==> src/sv/wlsa_pkg.sv <==
// Package for the windowed line snap aligner: shared types, codes and sizes.
// No dependencies.
package wlsa_pkg;

  localparam int unsigned DefMaxWidth  = 640;
  localparam int unsigned DefMaxHeight = 480;
  localparam int unsigned DefMaxWindow = 32;

  localparam int unsigned CmdW = 2;
  localparam int unsigned PixW = 8;
  localparam int unsigned CntW = 10;
  localparam int unsigned CfgAddrW = 2;
  localparam int unsigned CfgDataW = 10;

  typedef enum logic [1:0] {
    CMD_LOAD = 2'd0,
    CMD_RUN  = 2'd1,
    CMD_READ = 2'd2,
    CMD_NOP  = 2'd3
  } cmd_e;

  typedef enum logic [1:0] {
    CFG_WINDOW = 2'd0,
    CFG_AXIS   = 2'd1,
    CFG_WIDTH  = 2'd2,
    CFG_HEIGHT = 2'd3
  } cfg_e;

  typedef enum logic [3:0] {
    ST_IDLE,
    ST_WIN_INIT,
    ST_CNT_RD,
    ST_CNT_ACC,
    ST_BEST,
    ST_TARGET,
    ST_MOV_RD,
    ST_MOV_WR,
    ST_NEXT_WIN,
    ST_READ_WAIT,
    ST_OUT
  } state_e;

  // controller -> datapath
  typedef struct packed {
    logic load_wr;      // write pixel_in at load pointer
    logic read_rd;      // issue a frame read at read pointer
    logic read_cap;     // capture read data into output register
    logic run_init;     // start alignment at window 0
    logic win_init;     // clear counters, set ln to window start
    logic cnt_rd;       // read pixel (ln,cr) for counting
    logic cnt_acc;      // accumulate and advance counting position
    logic best_step;    // scan one counter
    logic tgt_calc;     // compute target line
    logic mov_rd;       // read pixel (ln,cr) for moving
    logic mov_wr;       // write target and zero source, advance
    logic next_win;     // advance window start
    logic ptr_reset;    // zero both pointers
  } cmd_t;

  // datapath -> controller
  typedef struct packed {
    logic cnt_done;     // last pixel of window counted
    logic best_done;    // last counter scanned
    logic found;        // a nonzero count exists
    logic tgt_ok;       // target within frame
    logic mov_done;     // last pixel of window moved
    logic run_done;     // no more windows
  } sts_t;

endpackage

==> src/sv/wlsa_ctrl.sv <==
// Controller of the windowed line snap aligner: handshake and sequencing.
// Depends on wlsa_pkg.
module wlsa_ctrl import wlsa_pkg::*; (
  input  logic            clk_i,
  input  logic            rst_ni,
  input  logic            in_valid_i,
  output logic            in_stall_o,
  input  logic [CmdW-1:0] cmd_i,
  output logic            out_valid_o,
  input  logic            out_stall_i,
  input  sts_t            sts_i,
  output cmd_t            cmd_o
);

  state_e st_q, st_d;
  logic   acc;
  logic   out_take;

  assign out_take   = out_valid_o && !out_stall_i;
  assign in_stall_o = !(st_q == ST_IDLE || (st_q == ST_OUT && out_take));
  assign acc        = in_valid_i && !in_stall_o;

  // next state
  always_comb begin
    st_d = st_q;
    unique case (st_q)
      ST_IDLE, ST_OUT: begin
        if (st_q == ST_OUT && !out_take) st_d = ST_OUT;
        else if (acc && cmd_e'(cmd_i) == CMD_RUN) st_d = ST_WIN_INIT;
        else if (acc && cmd_e'(cmd_i) == CMD_READ) st_d = ST_READ_WAIT;
        else st_d = ST_IDLE;
      end
      ST_READ_WAIT: st_d = ST_OUT;
      ST_WIN_INIT:  st_d = ST_CNT_RD;
      ST_CNT_RD:    st_d = ST_CNT_ACC;
      ST_CNT_ACC:   st_d = sts_i.cnt_done ? ST_BEST : ST_CNT_RD;
      ST_BEST:      st_d = sts_i.best_done ? ST_TARGET : ST_BEST;
      ST_TARGET:    st_d = ST_MOV_RD;
      ST_MOV_RD:    st_d = (!sts_i.found || !sts_i.tgt_ok) ? ST_NEXT_WIN : ST_MOV_WR;
      ST_MOV_WR:    st_d = sts_i.mov_done ? ST_NEXT_WIN : ST_MOV_RD;
      ST_NEXT_WIN:  st_d = sts_i.run_done ? ST_IDLE : ST_WIN_INIT;
      default:      st_d = ST_IDLE;
    endcase
  end

  always_ff @(posedge clk_i or negedge rst_ni) begin
    if (!rst_ni) st_q <= ST_IDLE;
    else st_q <= st_d;
  end

  // outputs
  always_comb begin
    cmd_o = '0;
    cmd_o.load_wr   = acc && cmd_e'(cmd_i) == CMD_LOAD;
    cmd_o.read_rd   = acc && cmd_e'(cmd_i) == CMD_READ;
    cmd_o.run_init  = acc && cmd_e'(cmd_i) == CMD_RUN;
    cmd_o.ptr_reset = acc && cmd_e'(cmd_i) == CMD_RUN;
    cmd_o.read_cap  = st_q == ST_READ_WAIT;
    cmd_o.win_init  = st_q == ST_WIN_INIT;
    cmd_o.cnt_rd    = st_q == ST_CNT_RD;
    cmd_o.cnt_acc   = st_q == ST_CNT_ACC;
    cmd_o.best_step = st_q == ST_BEST;
    cmd_o.tgt_calc  = st_q == ST_TARGET;
    cmd_o.mov_rd    = st_q == ST_MOV_RD;
    cmd_o.mov_wr    = st_q == ST_MOV_WR;
    cmd_o.next_win  = st_q == ST_NEXT_WIN;
  end

  assign out_valid_o = st_q == ST_OUT;

  ap_no_accept_busy: assert property (@(posedge clk_i) disable iff (!rst_ni)
    (st_q != ST_IDLE && st_q != ST_OUT) |-> in_stall_o) else $error("accept while busy");
  ap_read_to_out: assert property (@(posedge clk_i) disable iff (!rst_ni)
    cmd_o.read_rd |=> st_q == ST_READ_WAIT ##1 out_valid_o) else $error("read lost");
  ap_out_hold: assert property (@(posedge clk_i) disable iff (!rst_ni)
    (out_valid_o && out_stall_i) |=> out_valid_o) else $error("result dropped");

endmodule

==> config.mk <==
export PLATFORM = sky130hd
export DESIGN_NAME = wlsa_ctrl
export DESIGN_NICKNAME = d
export VERILOG_FILES = /design/src/sv/wlsa_pkg.sv /design/src/sv/wlsa_ctrl.sv
export SDC_FILE = /design/constraint.sdc
export NUM_CORES = 1
export LEC_CHECK = 0
export ABC_AREA = 1
export ABC_CLOCK_PERIOD_IN_PS = 2300
export BUFFER_PORTS_ARGS = -buffer_cell sky130_fd_sc_hd__clkbuf_2
export CORE_AREA = 3 3 40 42
export DETAILED_ROUTE_END_ITERATION = 16
export DIE_AREA = 0 0 43 45
export REMOVE_ABC_BUFFERS = 1
export SLEW_MARGIN = 0
export SYNTH_ARGS = -nofsm -noshare
export SYNTH_HDL_FRONTEND = slang
export SYNTH_SLANG_ARGS = --single-unit
==> constraint.sdc <==
create_clock -name clk_i -period 2.3 [get_ports clk_i]
set_clock_uncertainty 0.1 [all_clocks]
set_input_delay 0.46 -clock clk_i [delete_from_list [all_inputs] [get_ports clk_i]]
set_output_delay 0.46 -clock clk_i [all_outputs]
set_load 0.01 [all_outputs]
==> impl_metrics.tcl, run 1 <==
set metrics [dict create \
    rsz0062_at_grt "false" \
    cp-start-kind "flop" \
    hold_viol_final 0 \
    ys_warn_count 0 \
    via_per_inst 4.37 \
    diodes 0 \
    ios 27 \
    vias 529 \
    pwr-share-clk 0.136 \
    slew_viol_final 0 \
    postRouteAntennaNets 0 \
    startpoint "st_q[3]" \
    regMostFlops "st_q" \
    synthCells 77 \
    status "finished, final reports clean" \
    post-route-drc-count 0 \
    layout-drive-gt1-share 0.349 \
    reg2reg_slack_ns 1.07 \
    setup_tns_ns 0 \
    insertion_delay_ns 0.23 \
    die_w_um 43 \
    cts.repair.resized 0 \
    reg_top3 "st_q x4" \
    irDropWorstVdd_mv 0.517 \
    cts_sinks 4 \
    setup_violations 0 \
    largest_register_ffs 4 \
    critical_path_class "flop to output pin" \
    h-tree-depth 1 \
    first_iter_violations 6 \
    r2r-start "st_q[2]" \
    cp.arrival_ns 1.53 \
    hpwl_um 939 \
    clock_path_buffers 2 \
    ys_types 15 \
    seq_area_frac_synth 0.239 \
    power.density_mw_per_mm2 1050 \
    core_mm2 0.00128 \
    grt_max_degree 7 \
    tightestPinTransition_ns 0.238 \
    total_power_w 0.000620 \
    p_switching_w 0.000317 \
    grt_pass1_wl_um 1730 \
    tritoncts "done" \
    initial_utilization 0.326 \
    ys_ff_latch 4 \
    grt-ovfl-total 0 \
    cap_violations 0 \
    antenna_found_initial 0 \
    endpoint "cmd_o[0]" \
    root_buffer "clkbuf_4" \
    r2r_end "st_q[2]" \
    slew_headroom 0.840 \
    grt_pass1_vias 468 \
    die_h_um 45 \
    worstPathMaxFanout 5 \
    post_cts_buffers 0 \
    power_leakage_nw 0.409 \
    wl_per_cell_um 8.44 \
    cts.clk_slew.worst_paths_ns 0.04 \
    p_comb_frac 0.627 \
    fin_crit_sh 0.910 \
    routabilityCongestion 0.781 \
    die-area_mm2 0.00194 \
    r2r_cells 6 \
    first_pass_iters 4 \
    port_buffers 26 \
    p_seq_frac 0.237 \
    end_kind "output pin" \
    cts-buffers-inserted 3 \
    netlist_area_um2 419 \
    hold_class "primary input to flop" \
    fmax_mhz 478 \
    switching_share 0.510 \
    cp.required_ns 1.74 \
    avgSynthCellArea_um2 5.44 \
    fin_nets 120 \
    p_int_w 0.000304 \
    area_growth_pct 41.5 \
    grt.total_usage 0.119 \
    placementRows 13 \
    period_minus_slack_ns 2.09 \
    wirelength_um 1020 \
    hold_buffers 1 \
]
==> metal layers <==
metal,global-route usage,part of all wire,up-vias
met2,0.213,0.52,16
li1,-,-,286
met5,0,0,-
met4,0.0723,0,0
met1,0.136,0.41,227
met3,0.0159,0.071,0
==> cell type report <==
class,count,area [um2]
repair buffers,27,140
flip-flops and latches,4,100
multi-input cells,54,244
fillers,141,692
inverters,18,67.6
clock buffers,3,22.5
well taps,15,18.8
==> power by group through the flow <==
stage	clock network (W)	logic, W	registers (W)
2_1_floorplan	0	0.000279	0.000139
3_3_place_gp	0	0.000396	0.000147
3_5_place_dp	0	0.000393	0.000147
4_1_cts	0.0000888	0.000396	0.000146
5_1_grt	0.0000953	0.000452	0.000152
6_report	0.0000844	0.000389	0.000147
==> critical path, stage by stage, from the launching register on <==
cell	delay [ns]
dfrtp_1	0.42
nor2_1	0.24
nand2_1	0.10
nand2_2	0.11
nand2_2	0.06
nor3_1	0.20
clkbuf_2	0.18
==> kinds of logic after synthesis <==
| logic type | synth area share |
|---|---|
| flops | 0.239 |
| simple gates | 0.540 |
| compound gates | 0.0418 |
| buf+inv | 0.179 |
==> cells in the final DEF (no fill, tap or decap), types with 2 or more instances in the layout <==
cell      Yosys  final
clkbuf_2      0     26
nand2_1      25     25
inv_1        17     17
nor2_1       12     12
nor3_1        5      5
dfrtp_1       4      4
nand2_2       3      3
clkbuf_4      0      3
nor2_2        2      2
nand3_1       2      2
==> worst min-delay path by stage <==
stage / start / end / slack [ns] / cells after the start
2_1_floorplan: rst_ni / st_q[0] / 0.06 / 0
3_3_place_gp: rst_ni / st_q[2] / 0.17 / 1
3_5_place_dp: rst_ni / st_q[2] / 0.17 / 1
4_1_cts: in_valid_i / st_q[0] / 0.42 / 3
5_1_grt: in_valid_i / st_q[3] / 0.46 / 3
6_report: in_valid_i / st_q[0] / 0.42 / 3
==> stage by stage <==
step                      hold WS [ns]  utilization  cell area [um2]  setup slack [ns]  instances
after floorplan                 0.0644            -              412             0.466         76
after global placement           0.170        0.436              561             0.489        117
after detailed placement         0.168        0.436              561             0.444        117
after CTS                        0.420        0.462              593             0.185        121
after global routing             0.458        0.462              593            0.0422        121
final                            0.417        0.462              593             0.207        121
==> cells in the mapped netlist (all sizes together) <==
library cell	count	share of area
nor3	5	0.060
o211ai	1	0.018
nand2	28	0.27
buf	1	0.018
nand3	3	0.048
inv	18	0.16
o21ai	1	0.012
nor2	15	0.16
dfrtp	4	0.24
a21oi	1	0.012
(Power assumes the default switching activity.)
==> run 2: changes to the inputs <==
- CTS_BUF_LIST: default -> sky130_fd_sc_hd__clkbuf_8
- CTS_CLUSTER_DIAMETER: default -> 60
==> run 2 against run 1 <==
Effect of this change: fmax is 0.68% higher; non-clock buffer count stayed put; first-iteration DRC count is 17% higher; sequential cell count stayed put; combinational power hardly changed; routed wire length is 3.0% higher; count of clock-buffer cells in the layout stayed put; largest cell class unchanged; largest power group unchanged; highest routed layer is now met4.
==> impl_metrics.tcl, run 2 (same netlist as run 1, synthesis figures left out) <==
set metrics [dict create \
    status "finished, final reports clean" \
    worstPathMaxFanout 5 \
    grt_pass1_wl_um 1780 \
    slew_viol_final 0 \
    insertion_delay_ns 0.22 \
    p_seq_frac 0.215 \
    power_leakage_nw 0.417 \
    power.density_mw_per_mm2 1120 \
    port_buffers 26 \
    layout_common_cells "26 x clkbuf_2, 25 x nand2_1, 17 x inv_1" \
    core_mm2 0.00128 \
    fin_crit_sh 0.904 \
    layout-drive-gt1-share 0.349 \
    cp.required_ns 1.74 \
    initial_utilization 0.326 \
    regMostFlops "st_q" \
    grt_max_degree 7 \
    tightestPinTransition_ns 0.238 \
    fmax_mhz 481 \
    diodes 0 \
    cts_sinks 4 \
    slew_headroom 0.840 \
    clock_path_buffers 2 \
    antenna_found_initial 0 \
    p_comb_frac 0.569 \
    total_power_w 0.000684 \
    tritoncts "done" \
    postRouteAntennaNets 0 \
    layout.cells.most_common "clkbuf_2" \
    routabilityCongestion 0.781 \
    largest_register_ffs 4 \
    critical_path_class "flop to output pin" \
    vias 536 \
    hpwl_um 939 \
    via_per_inst 4.43 \
    wl_per_cell_um 8.69 \
    irDropWorstVdd_mv 0.606 \
    hold_class "primary input to flop" \
    stdcell_area_um2 612 \
    ios 27 \
    p_switching_w 0.000327 \
    reg_top3 "st_q x4" \
    die_w_um 43 \
    post-route-drc-count 0 \
    cts-buffers-inserted 3 \
    cp-start-kind "flop" \
    fin_nets 120 \
    root_buffer "clkbuf_8" \
    grt_pass1_vias 467 \
    grt.total_usage 0.128 \
    setup_tns_ns 0 \
    hold_viol_final 0 \
    switching_share 0.478 \
    pwr-share-clk 0.216 \
    cts.repair.resized 0 \
    end_kind "output pin" \
    die_h_um 45 \
    wirelength_um 1050 \
    h-tree-depth 1 \
    period_minus_slack_ns 2.08 \
    die-area_mm2 0.00194 \
    placementRows 13 \
    postPlaceCellArea_um2 561 \
    cts.clk_slew.worst_paths_ns 0.03 \
    first_iter_violations 7 \
    first_pass_iters 4 \
    p_int_w 0.000357 \
    area_growth_pct 46.0 \
    rsz0062_at_grt "false" \
    setup_violations 0 \
    cp.arrival_ns 1.52 \
    cap_violations 0 \
    grt-ovfl-total 0 \
]
[run 2: cell counts in the layout (fill, tap and decap cells not counted)]
Identical to the previous run, type by type.
[run 2: path summary, 6_finish.rpt]
kind,start,cells past startpoint,slack (ns),to
worst max-delay path,st_q[3],6,0.22,cmd_o[0]
worst min-delay path,in_valid_i,3,0.43,st_q[0]
worst max register to register,st_q[2],6,1.07,st_q[2]
worst min register to register,st_q[1],5,0.64,st_q[2]
max in group asynchronous,rst_ni,2,1.50,st_q[3]
min in group asynchronous,rst_ni,2,0.48,st_q[1]
[run 2: timing repair]
action | in CTS | in global routing
hold endpoints to repair | 4 | 0
hold buffers | 1 | 0
setup endpoints to repair | 0 | 0
setup buffers | 0 | 0
[run 2: power groups by stage]
stage          Sequential (W)  Combinational (W)  Clock (W)
6_report             0.000147           0.000389   0.000148
5_1_grt              0.000152           0.000452   0.000160
4_1_cts              0.000146           0.000396   0.000149
3_5_place_dp         0.000147           0.000393          0
3_3_place_gp         0.000147           0.000396          0
2_1_floorplan        0.000139           0.000279          0
[run 2: through the flow]
| stage | hold WS, ns | setup WS (ns) | cells | util |
|---|---|---|---|---|
| final | 0.430 | 0.221 | 121 | 0.476 |
| after global routing | 0.476 | 0.0636 | 121 | 0.476 |
| after CTS | 0.438 | 0.206 | 121 | 0.476 |
| after detailed placement | 0.168 | 0.444 | 117 | 0.436 |
| after global placement | 0.170 | 0.489 | 117 | 0.436 |
| after floorplan | 0.0644 | 0.466 | 76 | - |
[run 2: area by class of cell]
| type | instances | area [um2] |
|---|---|---|
| Fill cell | 139 | 673 |
| Multi-Input combinational cell | 54 | 244 |
| Timing Repair Buffer | 27 | 140 |
| Sequential cell | 4 | 100 |
| Inverter | 18 | 67.6 |
| Clock buffer | 3 | 41.3 |
| Tap cell | 15 | 18.8 |
[run 2: per-layer routing]
layer | part of all wire | vias up | track usage
li1 | - | 286 | -
met1 | 0.41 | 229 | 0.138
met2 | 0.48 | 17 | 0.213
met3 | 0.073 | 4 | 0.0279
met4 | 0.031 | 0 | 0.108
met5 | 0 | - | 0
[run 2: worst max-delay path, stage by stage (launching register included)]
cell and delay (ns):
dfrtp_1 0.42, nor2_1 0.24, nand2_1 0.10, nand2_2 0.11
nand2_2 0.06, nor3_1 0.20, clkbuf_2 0.18
==> run 3: changes to the inputs <==
- ABC_AREA: 1 -> default
- PLACE_DENSITY: default -> 0.66
==> run 3 against run 2 <==
Effect of this change: total power rose by 12%; largest cell class unchanged; sequential share of layout area fell by 0.067 points; via count fell by 5.4%; utilization increased by 0.19 points; routed wire length grew 19%; global-route usage is 1.1 points higher; synthesized cell count decreased by 29%; register-to-register slack lost 0.30 ns; sequential power increased by 12%.
==> impl_metrics.tcl, run 3 <==
set metrics [dict create \
    status "finished, final reports clean" \
    reg2reg_slack_ns 0.77 \
    async_flop_share 1.00 \
    die_w_um 43 \
    ios 27 \
    cp.arrival_ns 1.61 \
    cp.required_ns 1.74 \
    total_power_w 0.000766 \
    layout-drive-gt1-share 0.469 \
    fin_nets 95 \
    yosysMostFrequentCell "nor2_1" \
    slew_headroom 0.729 \
    p_comb_frac 0.588 \
    synth_commonest_cells "8 x nor2_1, 6 x nor3_1, 4 x dfrtp_1, 4 x nand2b_1" \
    wirelength_um 1250 \
    die_h_um 45 \
    placementRows 13 \
    fmax_mhz 461 \
    h-tree-depth 1 \
    cts-buffers-inserted 3 \
    seq_area_frac_synth 0.218 \
    diodes 0 \
    switching_share 0.447 \
    end_kind "output pin" \
    fin_crit_sh 0.944 \
    synth_top_area_cell "dfrtp_1" \
    worstPathMaxFanout 14 \
    netlist_area_um2 459 \
    fill_cells 137 \
    cap_violations 0 \
    pwr-share-clk 0.197 \
    hold_class "primary input to flop" \
    clock_path_buffers 2 \
    p_seq_frac 0.215 \
    port_buffers 26 \
    cts_sinks 4 \
    hold_viol_final 0 \
    multi_input_area_um2 295 \
    root_buffer "clkbuf_8" \
    reg_top3 "st_q x4" \
    setup_tns_ns 0 \
    whs_ns 0.400 \
    grt-ovfl-total 0 \
    slowest_stage "dfrtp_1" \
    first_pass_iters 4 \
    via_per_inst 5.28 \
    regMostFlops "st_q" \
    cp-start-kind "flop" \
    synth_top_area_share 0.218 \
    period_minus_slack_ns 2.17 \
    avgSynthCellArea_um2 8.35 \
    vias 507 \
    hpwl_um 975 \
    cpLargestDelayFamily "simple AND/OR/NAND/NOR gates" \
    grt.total_usage 0.138 \
    die-area_mm2 0.00194 \
    synth_edf_count 0 \
    tightestPinTransition_ns 0.407 \
    wl_per_cell_um 13.0 \
    insertion_delay_ns 0.22 \
    ys_types 31 \
    largest_register_ffs 4 \
    power_leakage_nw 0.300 \
    p_int_w 0.000423 \
    core_mm2 0.00128 \
    p_switching_w 0.000343 \
    cts.clk_slew.worst_paths_ns 0.03 \
    ff_latch_area_um2 100 \
    layout_common_cells "26 x clkbuf_2, 8 x nor2_1, 6 x nor3_1" \
    postRouteAntennaNets 0 \
    cts.repair.resized 0 \
    grt_pass1_vias 469 \
    critical-path-max-stage-delay_ns 0.51 \
    grt_max_degree 15 \
    slew_viol_final 0 \
    power.density_mw_per_mm2 1250 \
    post-route-drc-count 0 \
    ys_warn_count 0 \
    grt_pass1_wl_um 1880 \
    area_growth_pct 33.8 \
    initial_utilization 0.357 \
    setup_violations 0 \
    irDropWorstVdd_mv 0.363 \
    crit_chain "nor2_1, o211ai_2, nor3b_1, clkbuf_2" \
    ys_ff_latch 4 \
    critical_path_buf_inv_count 1 \
    layout.cells.most_common "clkbuf_2" \
    synthFlopType "dfrtp_1" \
    synthCells 55 \
    critical_path_class "flop to output pin" \
    routabilityCongestion 0.733 \
    tritoncts "done" \
    synth.area.top_cells "dfrtp_1 22%, buf_6 7.4%, nor3_1 6.5%" \
    antenna_found_initial 0 \
    first_iter_violations 7 \
    rsz0062_at_grt "false" \
]
==> run 3: final cells by class <==
| type | count | area share |
|---|---|---|
| Multi-Input combinational cell | 44 | 0.481 |
| Timing Repair Buffer | 29 | 0.253 |
| Sequential cell | 4 | 0.163 |
| Clock buffer | 3 | 0.0672 |
| Tap cell | 15 | 0.0305 |
| Inverter | 1 | 0.00611 |
==> run 3: what timing repair did <==
item                                   in CTS  in global routing
endpoints found under the hold margin       4                  0
buffers inserted                            0                  0
hold buffers                                1                  0
==> run 3: worst paths after layout <==
kind                            cells past startpoint      from       end
worst max register to register                      4   st_q[1]   st_q[0]
max in group asynchronous                           2    rst_ni   st_q[3]
worst min-delay path                                2  sts_i[5]   st_q[2]
worst min register to register                      2   st_q[2]   st_q[1]
min in group asynchronous                           2    rst_ni   st_q[1]
worst max-delay path                                4   st_q[0]  cmd_o[0]
==> run 3: power groups by stage <==
stage / combinational (W) / sequential [W] / clock, W
6_report: 0.000450 / 0.000165 / 0.000151
5_1_grt: 0.000492 / 0.000171 / 0.000159
4_1_cts: 0.000455 / 0.000165 / 0.000155
3_5_place_dp: 0.000453 / 0.000165 / 0
3_3_place_gp: 0.000448 / 0.000166 / 0
2_1_floorplan: 0.000275 / 0.000173 / 0
==> run 3: logic make-up after synthesis <==
| family | count (synthesis) | share of synthesized area |
|---|---|---|
| compound gates | 13 | 0.243 |
| xor+xnor | 1 | 0.0191 |
| buf+inv | 7 | 0.139 |
| flops | 4 | 0.218 |
| simple gates | 30 | 0.381 |
==> run 3: per-stage QoR <==
step	area, um2	utilization	cells	setup slack [ns]
6_report	614	0.478	96	0.128
3_3_place_gp	563	0.438	92	0.367
3_5_place_dp	563	0.438	92	0.351
5_1_grt	614	0.478	96	0.0642
4_1_cts	614	0.478	96	0.129
2_1_floorplan	399	-	49	0.329
==> run 3: routing by layer <==
metal,wire [um],track usage,vias up
met5,0,0,-
met4,51,0.163,0
met3,78,0.0359,6
met2,570,0.228,24
met1,547,0.131,226
li1,-,-,251
